### config.mk
export PLATFORM = sky130hd
export DESIGN_NAME = sha1_stream_hash_core
export DESIGN_NICKNAME = d
export VERILOG_FILES = /design/src/sv/sha1s_pkg.sv /design/src/sv/sha1_stream_hash_core.sv
export SDC_FILE = /design/constraint.sdc
export NUM_CORES = 2
export LEC_CHECK = 0
export BUFFER_PORTS_ARGS = -buffer_cell sky130_fd_sc_hd__buf_2
export CORE_MARGIN = 2
export CORE_UTILIZATION = 30
export DETAILED_ROUTE_END_ITERATION = 8
export SETUP_SLACK_MARGIN = 0.02
export SLEW_MARGIN = 20
export SYNTH_ARGS = -nofsm -noshare
export SYNTH_HDL_FRONTEND = slang
export SYNTH_SLANG_ARGS = --single-unit
### constraint.sdc
create_clock -name i_clk -period 32.4 [get_ports i_clk]
set_input_delay 0 -clock i_clk [delete_from_list [all_inputs] [get_ports i_clk]]
set_output_delay 0 -clock i_clk [all_outputs]
set_load 0.01 [all_outputs]
### src/sv/sha1s_pkg.sv
// sha1s_pkg: types and constants shared by the byte-serial SHA-1 core.
// Holds the transaction payload structs, SHA-1 initial values, round constants
// and the round functions. No dependencies.
package sha1s_pkg;

    localparam int DIGEST_WORDS = 5;
    localparam int ROUNDS       = 80;
    localparam int ROUND_W      = $clog2(ROUNDS);
    localparam int INDEX_W      = 3;

    localparam logic [31:0] H0 = 32'h67452301;
    localparam logic [31:0] H1 = 32'hEFCDAB89;
    localparam logic [31:0] H2 = 32'h98BADCFE;
    localparam logic [31:0] H3 = 32'h10325476;
    localparam logic [31:0] H4 = 32'hC3D2E1F0;

    localparam logic [31:0] K0 = 32'h5A827999;
    localparam logic [31:0] K1 = 32'h6ED9EBA1;
    localparam logic [31:0] K2 = 32'h8F1BBCDC;
    localparam logic [31:0] K3 = 32'hCA62C1D6;

    localparam logic [7:0] PAD_MARK = 8'h80;
    localparam logic [5:0] LEN_POS  = 6'd56;
    localparam logic [5:0] FILL_END = 6'd63;

    // Command codes
    localparam logic CMD_ABSORB = 1'b0;
    localparam logic CMD_FINISH = 1'b1;

    typedef struct packed {
        logic       command;
        logic [7:0] data_byte;
    } t_in_item;

    typedef struct packed {
        logic [31:0]        digest_word;
        logic [INDEX_W-1:0] word_index;
        logic               last_word;
    } t_out_item;

    function automatic logic [31:0] sha1s_k(input logic [ROUND_W-1:0] round);
        logic [31:0] k;
        if (round < ROUND_W'(20))      k = K0;
        else if (round < ROUND_W'(40)) k = K1;
        else if (round < ROUND_W'(60)) k = K2;
        else                           k = K3;
        return k;
    endfunction

    function automatic logic [31:0] sha1s_f(input logic [ROUND_W-1:0] round,
                                            input logic [31:0] b,
                                            input logic [31:0] c,
                                            input logic [31:0] d);
        logic [31:0] f;
        if (round < ROUND_W'(20))      f = (b & c) | (~b & d);
        else if (round < ROUND_W'(40)) f = b ^ c ^ d;
        else if (round < ROUND_W'(60)) f = (b & c) | (b & d) | (c & d);
        else                           f = b ^ c ^ d;
        return f;
    endfunction

endpackage

### src/sv/sha1_stream_hash_core.sv
// sha1_stream_hash_core: byte-serial SHA-1 hasher, top level.
// Contains the block buffer, message schedule window, round unit and sequencer.
// Depends on sha1s_pkg.
//
// Usage
//   Input channel (i_in_valid / o_in_stall / i_in_item): each transaction is
//   either an absorb (one message byte) or a finish. Output channel
//   (o_out_valid / i_out_stall / o_out_item): a finish yields five
//   transactions carrying the digest words, index 0 first, last_word on the
//   fifth. Absorbs yield nothing.
//   Sequencing: the absorb that fills the 64-byte buffer is followed by a
//   compression: 80 rounds of the single shared round adder (one round per
//   cycle), then a fold of the result into the chaining words. A finish
//   feeds padding one byte per cycle (9 to 72 bytes), compressing once or
//   twice along the way, then presents the five digest words. The sustained
//   absorb rate is set by the round unit: no byte enters while it runs.
//   o_in_stall is high whenever the core is not idle. While the receiver
//   stalls, the current digest word holds and the core waits.
//   Reset (synchronous, active low) restores the SHA-1 initial values, clears
//   the byte count and length, and abandons any message in progress.
module sha1_stream_hash_core
    import sha1s_pkg::*;
(
    input  logic      i_clk,
    input  logic      i_rst_n,
    input  logic      i_in_valid,
    output logic      o_in_stall,
    input  t_in_item  i_in_item,
    output logic      o_out_valid,
    input  logic      i_out_stall,
    output t_out_item o_out_item
);

    typedef enum logic [4:0] {
        S_IDLE = 5'b00001,
        S_PAD  = 5'b00010,
        S_COMP = 5'b00100,
        S_ADD  = 5'b01000,
        S_OUT  = 5'b10000
    } t_state;

    t_state r_state, n_state;

    // chaining words, rotated during digest output
    logic [31:0] r_chain [DIGEST_WORDS];
    logic [31:0] n_chain [DIGEST_WORDS];

    // 64-byte buffer; bytes shift in at the bottom, during compression it is
    // the 16-word schedule window with W[t] in the top word
    logic [511:0] r_blk, n_blk;
    logic [5:0]   r_fill, n_fill;
    logic [63:0]  r_msg_len, n_msg_len;

    // working variables of the round unit
    logic [31:0] r_a, r_b, r_c, r_d, r_e;
    logic [31:0] n_a, n_b, n_c, n_d, n_e;
    logic [ROUND_W-1:0] r_round, n_round;

    // padding control
    logic r_fin, n_fin;       // finishing a message
    logic r_mark, n_mark;     // 0x80 marker still to place
    logic r_in_len, n_in_len; // length field being written

    logic [INDEX_W-1:0] r_oidx, n_oidx;

    logic        in_acc, out_acc;
    logic [7:0]  pad_byte;
    logic        pad_is_len;
    logic [31:0] w0, w2, w8, w13, w_x, w_new;
    logic [31:0] rnd_sum;

    assign in_acc  = i_in_valid && !o_in_stall;
    assign out_acc = o_out_valid && !i_out_stall;

    assign o_in_stall  = (r_state != S_IDLE);
    assign o_out_valid = (r_state == S_OUT);

    assign o_out_item.digest_word = r_chain[0];
    assign o_out_item.word_index  = r_oidx;
    assign o_out_item.last_word   = (r_oidx == INDEX_W'(DIGEST_WORDS - 1));

    // schedule taps: W[t], W[t+2], W[t+8], W[t+13]
    assign w0    = r_blk[511:480];
    assign w2    = r_blk[447:416];
    assign w8    = r_blk[255:224];
    assign w13   = r_blk[95:64];
    assign w_x   = w13 ^ w8 ^ w2 ^ w0;
    assign w_new = {w_x[30:0], w_x[31]};

    // the one round adder
    assign rnd_sum = {r_a[26:0], r_a[31:27]} + sha1s_f(r_round, r_b, r_c, r_d)
                   + r_e + sha1s_k(r_round) + w0;

    // padding byte: marker, then zeros, then length big-endian from position 56
    assign pad_is_len = !r_mark && (r_in_len || (r_fill == LEN_POS));
    always_comb begin
        if (r_mark)          pad_byte = PAD_MARK;
        else if (pad_is_len) pad_byte = r_msg_len[63:56];
        else                 pad_byte = 8'h00;
    end

    always_comb begin
        n_state   = r_state;
        n_chain   = r_chain;
        n_blk     = r_blk;
        n_fill    = r_fill;
        n_msg_len = r_msg_len;
        n_a       = r_a;
        n_b       = r_b;
        n_c       = r_c;
        n_d       = r_d;
        n_e       = r_e;
        n_round   = r_round;
        n_fin     = r_fin;
        n_mark    = r_mark;
        n_in_len  = r_in_len;
        n_oidx    = r_oidx;

        unique case (r_state)
            S_IDLE: begin
                if (in_acc) begin
                    if (i_in_item.command == CMD_FINISH) begin
                        n_fin    = 1'b1;
                        n_mark   = 1'b1;
                        n_in_len = 1'b0;
                        n_state  = S_PAD;
                    end else begin
                        n_blk     = {r_blk[503:0], i_in_item.data_byte};
                        n_fill    = r_fill + 6'd1;
                        n_msg_len = r_msg_len + 64'd8;
                        n_fin     = 1'b0;
                        if (r_fill == FILL_END) begin
                            n_state = S_COMP;
                            n_round = '0;
                            n_a = r_chain[0];
                            n_b = r_chain[1];
                            n_c = r_chain[2];
                            n_d = r_chain[3];
                            n_e = r_chain[4];
                        end
                    end
                end
            end
            S_PAD: begin
                n_blk  = {r_blk[503:0], pad_byte};
                n_fill = r_fill + 6'd1;
                n_mark = 1'b0;
                if (pad_is_len) begin
                    n_in_len  = 1'b1;
                    n_msg_len = {r_msg_len[55:0], 8'h00};
                end
                if (r_fill == FILL_END) begin
                    n_state = S_COMP;
                    n_round = '0;
                    n_a = r_chain[0];
                    n_b = r_chain[1];
                    n_c = r_chain[2];
                    n_d = r_chain[3];
                    n_e = r_chain[4];
                end
            end
            S_COMP: begin
                n_a     = rnd_sum;
                n_b     = r_a;
                n_c     = {r_b[1:0], r_b[31:2]};
                n_d     = r_c;
                n_e     = r_d;
                n_blk   = {r_blk[479:0], w_new};
                n_round = r_round + ROUND_W'(1);
                if (r_round == ROUND_W'(ROUNDS - 1)) n_state = S_ADD;
            end
            S_ADD: begin
                n_chain[0] = r_chain[0] + r_a;
                n_chain[1] = r_chain[1] + r_b;
                n_chain[2] = r_chain[2] + r_c;
                n_chain[3] = r_chain[3] + r_d;
                n_chain[4] = r_chain[4] + r_e;
                if (!r_fin)        n_state = S_IDLE;
                else if (r_in_len) begin
                    n_state = S_OUT;
                    n_oidx  = '0;
                end else           n_state = S_PAD;
            end
            S_OUT: begin
                if (out_acc) begin
                    n_oidx = r_oidx + INDEX_W'(1);
                    for (int i = 0; i < DIGEST_WORDS - 1; i++) begin
                        n_chain[i] = r_chain[i + 1];
                    end
                    n_chain[DIGEST_WORDS - 1] = r_chain[0];
                    if (o_out_item.last_word) begin
                        n_chain[0] = H0;
                        n_chain[1] = H1;
                        n_chain[2] = H2;
                        n_chain[3] = H3;
                        n_chain[4] = H4;
                        n_fill     = '0;
                        n_msg_len  = '0;
                        n_fin      = 1'b0;
                        n_in_len   = 1'b0;
                        n_state    = S_IDLE;
                    end
                end
            end
            default: n_state = S_IDLE;
        endcase
    end

    // control and context state
    always_ff @(posedge i_clk) begin
        if (!i_rst_n) begin
            r_state    <= S_IDLE;
            r_chain[0] <= H0;
            r_chain[1] <= H1;
            r_chain[2] <= H2;
            r_chain[3] <= H3;
            r_chain[4] <= H4;
            r_fill     <= '0;
            r_msg_len  <= '0;
            r_round    <= '0;
            r_fin      <= 1'b0;
            r_mark     <= 1'b0;
            r_in_len   <= 1'b0;
            r_oidx     <= '0;
        end else begin
            r_state   <= n_state;
            r_chain   <= n_chain;
            r_fill    <= n_fill;
            r_msg_len <= n_msg_len;
            r_round   <= n_round;
            r_fin     <= n_fin;
            r_mark    <= n_mark;
            r_in_len  <= n_in_len;
            r_oidx    <= n_oidx;
        end
    end

    // datapath, no reset
    always_ff @(posedge i_clk) begin
        r_blk <= n_blk;
        r_a   <= n_a;
        r_b   <= n_b;
        r_c   <= n_c;
        r_d   <= n_d;
        r_e   <= n_e;
    end

    // checks
    a_last_idx: assert property (@(posedge i_clk) disable iff (!i_rst_n)
        o_out_valid |-> (o_out_item.last_word == (o_out_item.word_index == 3'd4)))
        else $error("last_word out of step with word_index");

    a_ctx_clear: assert property (@(posedge i_clk) disable iff (!i_rst_n)
        (out_acc && o_out_item.last_word) |=>
            (r_fill == 6'd0 && r_msg_len == 64'd0 && r_chain[0] == H0))
        else $error("context not restored after digest");

    a_round_end: assert property (@(posedge i_clk) disable iff (!i_rst_n)
        (r_state == S_COMP && r_round == ROUND_W'(ROUNDS - 1)) |=> (r_state == S_ADD))
        else $error("compression did not end after last round");

    a_round_range: assert property (@(posedge i_clk) disable iff (!i_rst_n)
        (r_state == S_COMP) |-> (r_round < ROUND_W'(ROUNDS)))
        else $error("round counter out of range");

endmodule

Word level (Yosys, flattened, before mapping)

Cells that the tools add are included.

Input port bits: 13
Register bits: 920
Output and inout port bits: 38

Eq/ne operators: 19
Reduce and logical (&&, ||, !) cells: 21
Bitwise gates (word level): 13
Multiplexer cells: 74
Add/sub/neg operators: 13
$lt $le $gt $ge: 3

Operators with widths:

| operator              | count |
|---|---|
| $pmux 512 s3          | 1 |
| $mux 512              | 2 |
| $mux 32               | 20 |
| $pmux 32 s3           | 5 |
| $mux 160              | 2 |
| $mux 64               | 5 |
| $pmux 160 s2          | 1 |
| $add 32x32->32        | 9 |
| $pmux 64 s3           | 1 |
| $xor 32x32->32        | 5 |
| $and 32x32->32        | 4 |
| $or 32x32->32         | 3 |
| $add 64x4->64 const B | 1 |
| $mux 5                | 8 |
| $not 32->32           | 1 |
| $mux 31               | 1 |
| $pmux 5 s5            | 1 |
| $mux 6                | 4 |
| $mux 7                | 3 |
| $pmux 7 s3            | 1 |
| $pmux 6 s3            | 1 |
| $mux 8                | 2 |
| $lt 7x6->1 const B    | 2 |
| $ne 2x2->1 const B    | 7 |
| other kinds (29)      | 53 |

Depth between registers and ports, before layout

Word-level depth: 11
Depth in mapped cells: 25
Mapped depth without buffers: 23

Worst setup path before layout

OpenSTA, ideal clock, no wires.

Path kind: register -> register
From: register r_state[2]
To: register r_round[6]
Setup slack: -257 ps
Data arrival time: 32501 ps
Required time: 32244 ps
Library setup time: 156 ps
Cell stages (with the launch flop): 13
Path through: dfxtp_1 -> buf_2 -> nor3_1 -> and3_1 -> buf_2 -> nor2_1 -> a21boi_1 -> nand2_1 -> nand2_1 -> nand2_1 -> nor3_1 -> xnor2_1 -> nor2_1

Cells in the longest elaborated chain, start to end: 5
Elaborated cells between the ends (all ways): 11
Those cells by class: eq/ne: 6; mux: 1; reduce/logical: 4

RTL lines:

| what                       | line                         | RTL |
|---|---|---|
| start, declared            | sha1_stream_hash_core.sv:42  | `t_state r_state, n_state;` |
| start signal, assigned     | sha1_stream_hash_core.sv:226 | `r_state <= n_state;` |
| $ne 5x1->1                 | sha1_stream_hash_core.sv:75  | `assign o_in_stall = (r_state != S_IDLE);` |
| $logic_not 1->1            | sha1_stream_hash_core.sv:72  | `assign in_acc = i_in_valid && !o_in_stall;` |
| $logic_and 1x1->1          | sha1_stream_hash_core.sv:72  |  |
| $ne 2x2->1 (no line)       | n/a                          |  |
| $reduce_and 3->1 (no line) | n/a                          |  |
| end signal, assigned       | sha1_stream_hash_core.sv:230 | `r_round <= n_round;` |
| end, declared              | sha1_stream_hash_core.sv:57  | `logic [ROUND_W-1:0] r_round, n_round;` |

Several ways; a longest one is shown, not always the timed one.
A chain may end at the register's enable or synchronous reset.

Final worst setup path

From: register r_round[2]
To: register r_a[30] (data pin)

Cells in the longest elaborated chain, start to end: 9
Elaborated cells between the ends (all ways): 14
Those cells by class: add/sub: 4; order compare: 3; mux: 7

RTL lines:

| what                          | line                             | RTL |
|---|---|---|
| $lt 7x6->1                    | sha1s_pkg.sv:45, sha1s_pkg.sv:57 |  |
| $mux 32                       | sha1s_pkg.sv:57                  | `else if (round < ROUND_W'(60)) f = (b & c) \| (b & d) \| (c & d);` |
| $mux 32                       | sha1s_pkg.sv:56                  | `else if (round < ROUND_W'(40)) f = b ^ c ^ d;` |
| $mux 32                       | sha1s_pkg.sv:55                  | `if (round < ROUND_W'(20)) f = (b & c) \| (~b & d);` |
| $add 32x32->32                | sha1_stream_hash_core.sv:91      | `assign rnd_sum = {r_a[26:0], r_a[31:27]} + sha1s_f(r_round, r_b, r_c, r_d)` |
| $add 32x32->32                | sha1_stream_hash_core.sv:92      | `+ r_e + sha1s_k(r_round) + w0;` |
| $add 32x32->32 * (2 in a row) | sha1_stream_hash_core.sv:92      |  |
| $pmux 32 s3 *                 | sha1_stream_hash_core.sv:119     | `unique case (r_state)` |
| via n_a[30]                   | sha1_stream_hash_core.sv:56      | `logic [31:0] n_a, n_b, n_c, n_d, n_e;` |
| end signal, assigned          | sha1_stream_hash_core.sv:241     | `r_a <= n_a;` |
| end, declared                 | sha1_stream_hash_core.sv:55      | `logic [31:0] r_a, r_b, r_c, r_d, r_e;` |

Mark *: on every way through the listed nets, which the timed path passes. The rest lies on a longest branch.

==> flow_summary_export.csv <==
group,metric,value,unit
outcome,status,"finished, final reports clean",
die,die_h,428,um
layout,final_common_cell,"nand2_1",
timing,skew,101,ps
power_and_ir_drop,p_total,3.53,mW
power_and_ir_drop,p_per_area,59.1,nW/um^2
cts,cts_made_buffers,105,
global_route,track_usage,0.175,
worst_hold_path,hp-class,"input port to flip-flop",
timing,setup_tns,0,ps
route,via_count,43500,
setup_path,rr_endpoint,"r_a[30]",
setup_path,worstSetupPathType,"flip-flop to flip-flop",
setup_path,crit_path_end_kind,"flip-flop",
setup_path,worst_ep_required_time,32830,ps
die,ios,51,
route,routedWlPerCell,19.5,um
setup_path,path_buf_inv,5,
cts,clk_path_buf_depth,3,
timing,finalHoldViolations,0,
layout,syn2layout_area_growth,10.9,%
flow_run,maxCapViolCount,0,
setup_path,worst_ep_arrival_time,7410,ps
global_route,grtUsageMet3,0.0223,
global_route,grt_util_met1,0.245,
timing,max_freq,0.143,GHz
placed_design,dpl_cell_area,56200,sq um
synthesis,synth_seq_cells,917,
layout,drive_gt1_frac,0.0545,
cts,clkTransAtPathRegs,60,ps
route,wirelength,163,mm
layout,final_cell_mix,"nand2_1, edfxtp_1, o21ai_0",
timing,slew_viol_final,0,
setup_path,crit_path_start_kind,"flip-flop",
cts,clkSinkCount,917,
die,core-area,178000,sq um
layout,nets,6245,
setup_path,endpoint,"r_a[30]",
timing,min_period,6980,ps
synthesis,syn_area,53900,sq um
cts,clk_latency,770,ps
route,drt-initial-drc-count,4493,
synthesis,seq_area_frac_synth,0.466,
setup_path,critPathMaxStageDelay,730,ps
synthesis,syn-num-nets,6350,
placed_design,dp_hpwl,113,mm
global_route,grt_use_met2,0.278,
setup_path,r2r_slack,25420,ps
setup_path,crit_slowest_cell,"and2_1",
synthesis,syn_avg_cell_area,8.96,sq um
placed_design,globalplace.congestion,0.983,
die,die_w,428,um
timing,worstMarginPinSlew,1130,ps
layout,final_area,59700,sq um
cts,htreeDepth,3,
setup_path,rr_worst_depth,23,
timing,slew_headroom,0.247,
setup_path,crit_top_cell,"a21oi_1",
timing,post-route-period-util,0.216,
setup_path,path_cells,"o21ai_0 > and2_1 > clkinv_1 > buf_4 > nand2_1 > nand2_1 > buf_4 > a221o_1 > fa_1 > inv_1 > fa_1 > inv_1 > ha_1 > a21o_1 > a21oi_1 > nor2_1 > a21oi_1 > a41oi_1 > a21oi_1 > o21ai_1 > o41ai_1 > or4b_1 > o2111ai_1",
route,via_per_inst,5.20,
route,drc,0,
synthesis,synth-edff-count,672,
global_route,antenna_found_initial,1,
setup_path,r2r_start,"r_round[2]",
die,start_util,0.302,
route,dr.pass1.iters,7,
global_route,grt-ovfl-total,0,
cts,cts_root_buffer,"clkbuf_16",
synthesis,synthCells,6013,
power_and_ir_drop,total_leakage_power,24.1,nW
route,ant_nets,0,
synthesis,ys_warn_count,0,
timing,setup_violations,0,
synthesis,synthArstFlopShare,0,
cts,cts_tree,"yes",
die,dieArea,183000,sq um
timing,rsz0062_at_grt,"false",
setup_path,crit_fanout,21,
setup_path,worstSetupPathDepth,23,
cts,post_cts_resized,0,
power_and_ir_drop,ir_drop,0.0618,mV
setup_path,crit_start,"r_round[2]",
synthesis,synth.distinct_cells,95,
setup_path,path_delay_family,"compound AO/OA/AOI/OAI gates",
global_route,grt_pass1_wl,251,mm
global_route,busiest_layer,"met2",
global_route,grt_max_degree,246,
global_route,grt_pass1_vias,41400,
synthesis,ys.flop_type,"edfxtp_1",
placed_design,numPortBuffers,50,
die,rows,155,
tightest hold or removal path: stages:
cell	delay, ps
dlygate4sd3_1	530
buf_2	160
a31oi_1	140
nor3_1	50
synthesized netlist by cell type, drive strengths merged (21+ instances only):
library cell	n	share of area
nand4	31	0.0036
o21a	26	0.0036
clkbuf	278	0.019
nand2b	21	0.0024
o31ai	24	0.0038
nor2b	25	0.0029
ha	199	0.046
fa	125	0.046
o311ai	30	0.0049
nand2	2075	0.14
nand3	123	0.012
a31oi	42	0.0049
xnor2	204	0.033
edfxtp	672	0.37
a221o	23	0.0043
a22oi	32	0.0045
buf	50	0.0059
o221ai	26	0.0042
and3	44	0.0051
mux2i	31	0.0058
inv	244	0.017
a21oi	239	0.022
nor3	80	0.0078
o21bai	25	0.0035
o21ai	312	0.029
nor2	286	0.020
xor2	67	0.011
a211oi	25	0.0039
o211ai	36	0.0051
a21o	100	0.014
a221oi	43	0.0072
dfxtp	245	0.091
repair_timing:
item                                   4_1_cts  5_1_grt
hold buffers                                14        0
endpoints found under the hold margin       67        0
setup buffers                                0        0
registers in the layout, indices dropped and copies added, names as in the netlist, 3 cells and up:
name,flops
r_fill,6
r_a,32
r_msg_len,61
r_state,5
o_out_item,32
r_d,32
r_c,32
r_oidx,3
r_round,7
r_b,32
r_blk,512
r_e,32
r_chain,128
stage by stage:
stage / cells / hold slack [ps] / utilization / setup WS (ps)
finish: 8357 / 174 / 0.335 / 25420
global route: 8356 / 176 / 0.335 / 24950
CTS: 8356 / 110 / 0.335 / 25360
detailed placement: 8142 / 369 / 0.315 / 25440
global placement: 8142 / 347 / 0.315 / 25520
floorplan: 6013 / 171 / - / 10910
kinds of logic after synthesis:
logic type      synth area share
xor+xnor                  0.0441
fa+ha+maj                 0.0927
flops                      0.466
mux                      0.00743
compound gates             0.139
buf+inv                   0.0425
simple gates               0.209
power by group:
part / switching (mW) / leakage, nW / internal (mW) / total (mW)
Clock: 0.524 / 1.61 / 0.639 / 1.16
Combinational: 0.432 / 14.4 / 0.258 / 0.690
Sequential: 0.136 / 8.12 / 1.54 / 1.68
Total: 1.09 / 24.1 / 2.44 / 3.53
layer usage:
metal	part of all wire	vias up
met2	0.46	1421
met3	0.061	271
met4	0.034	2
met5	0.000080	-
met1	0.45	21200
li1	-	20600
worst min path at each step:
stage / startpoint / to / slack (ps) / cells past startpoint
after global routing: i_in_item[8] / r_mark / 180 / 4
after global placement: i_in_item[8] / r_fin / 350 / 3
final: i_in_item[8] / r_mark / 170 / 4
after detailed placement: i_in_item[8] / r_fin / 370 / 3
after floorplan: i_in_item[8] / r_fin / 170 / 2
after CTS: i_in_item[8] / r_mark / 110 / 4
layout make-up:
class / count / area, sq um
antenna: 1 / 2.50
sequential: 917 / 25100
clock inverter: 62 / 547
timing repair buffer: 116 / 837
tap: 2355 / 2950
inverter: 247 / 931
clock buffer: 138 / 2800
multi-input combinational: 4521 / 26600
fill: 18400 / 119000
No activity file was read; power rests on OpenSTA's default activity.
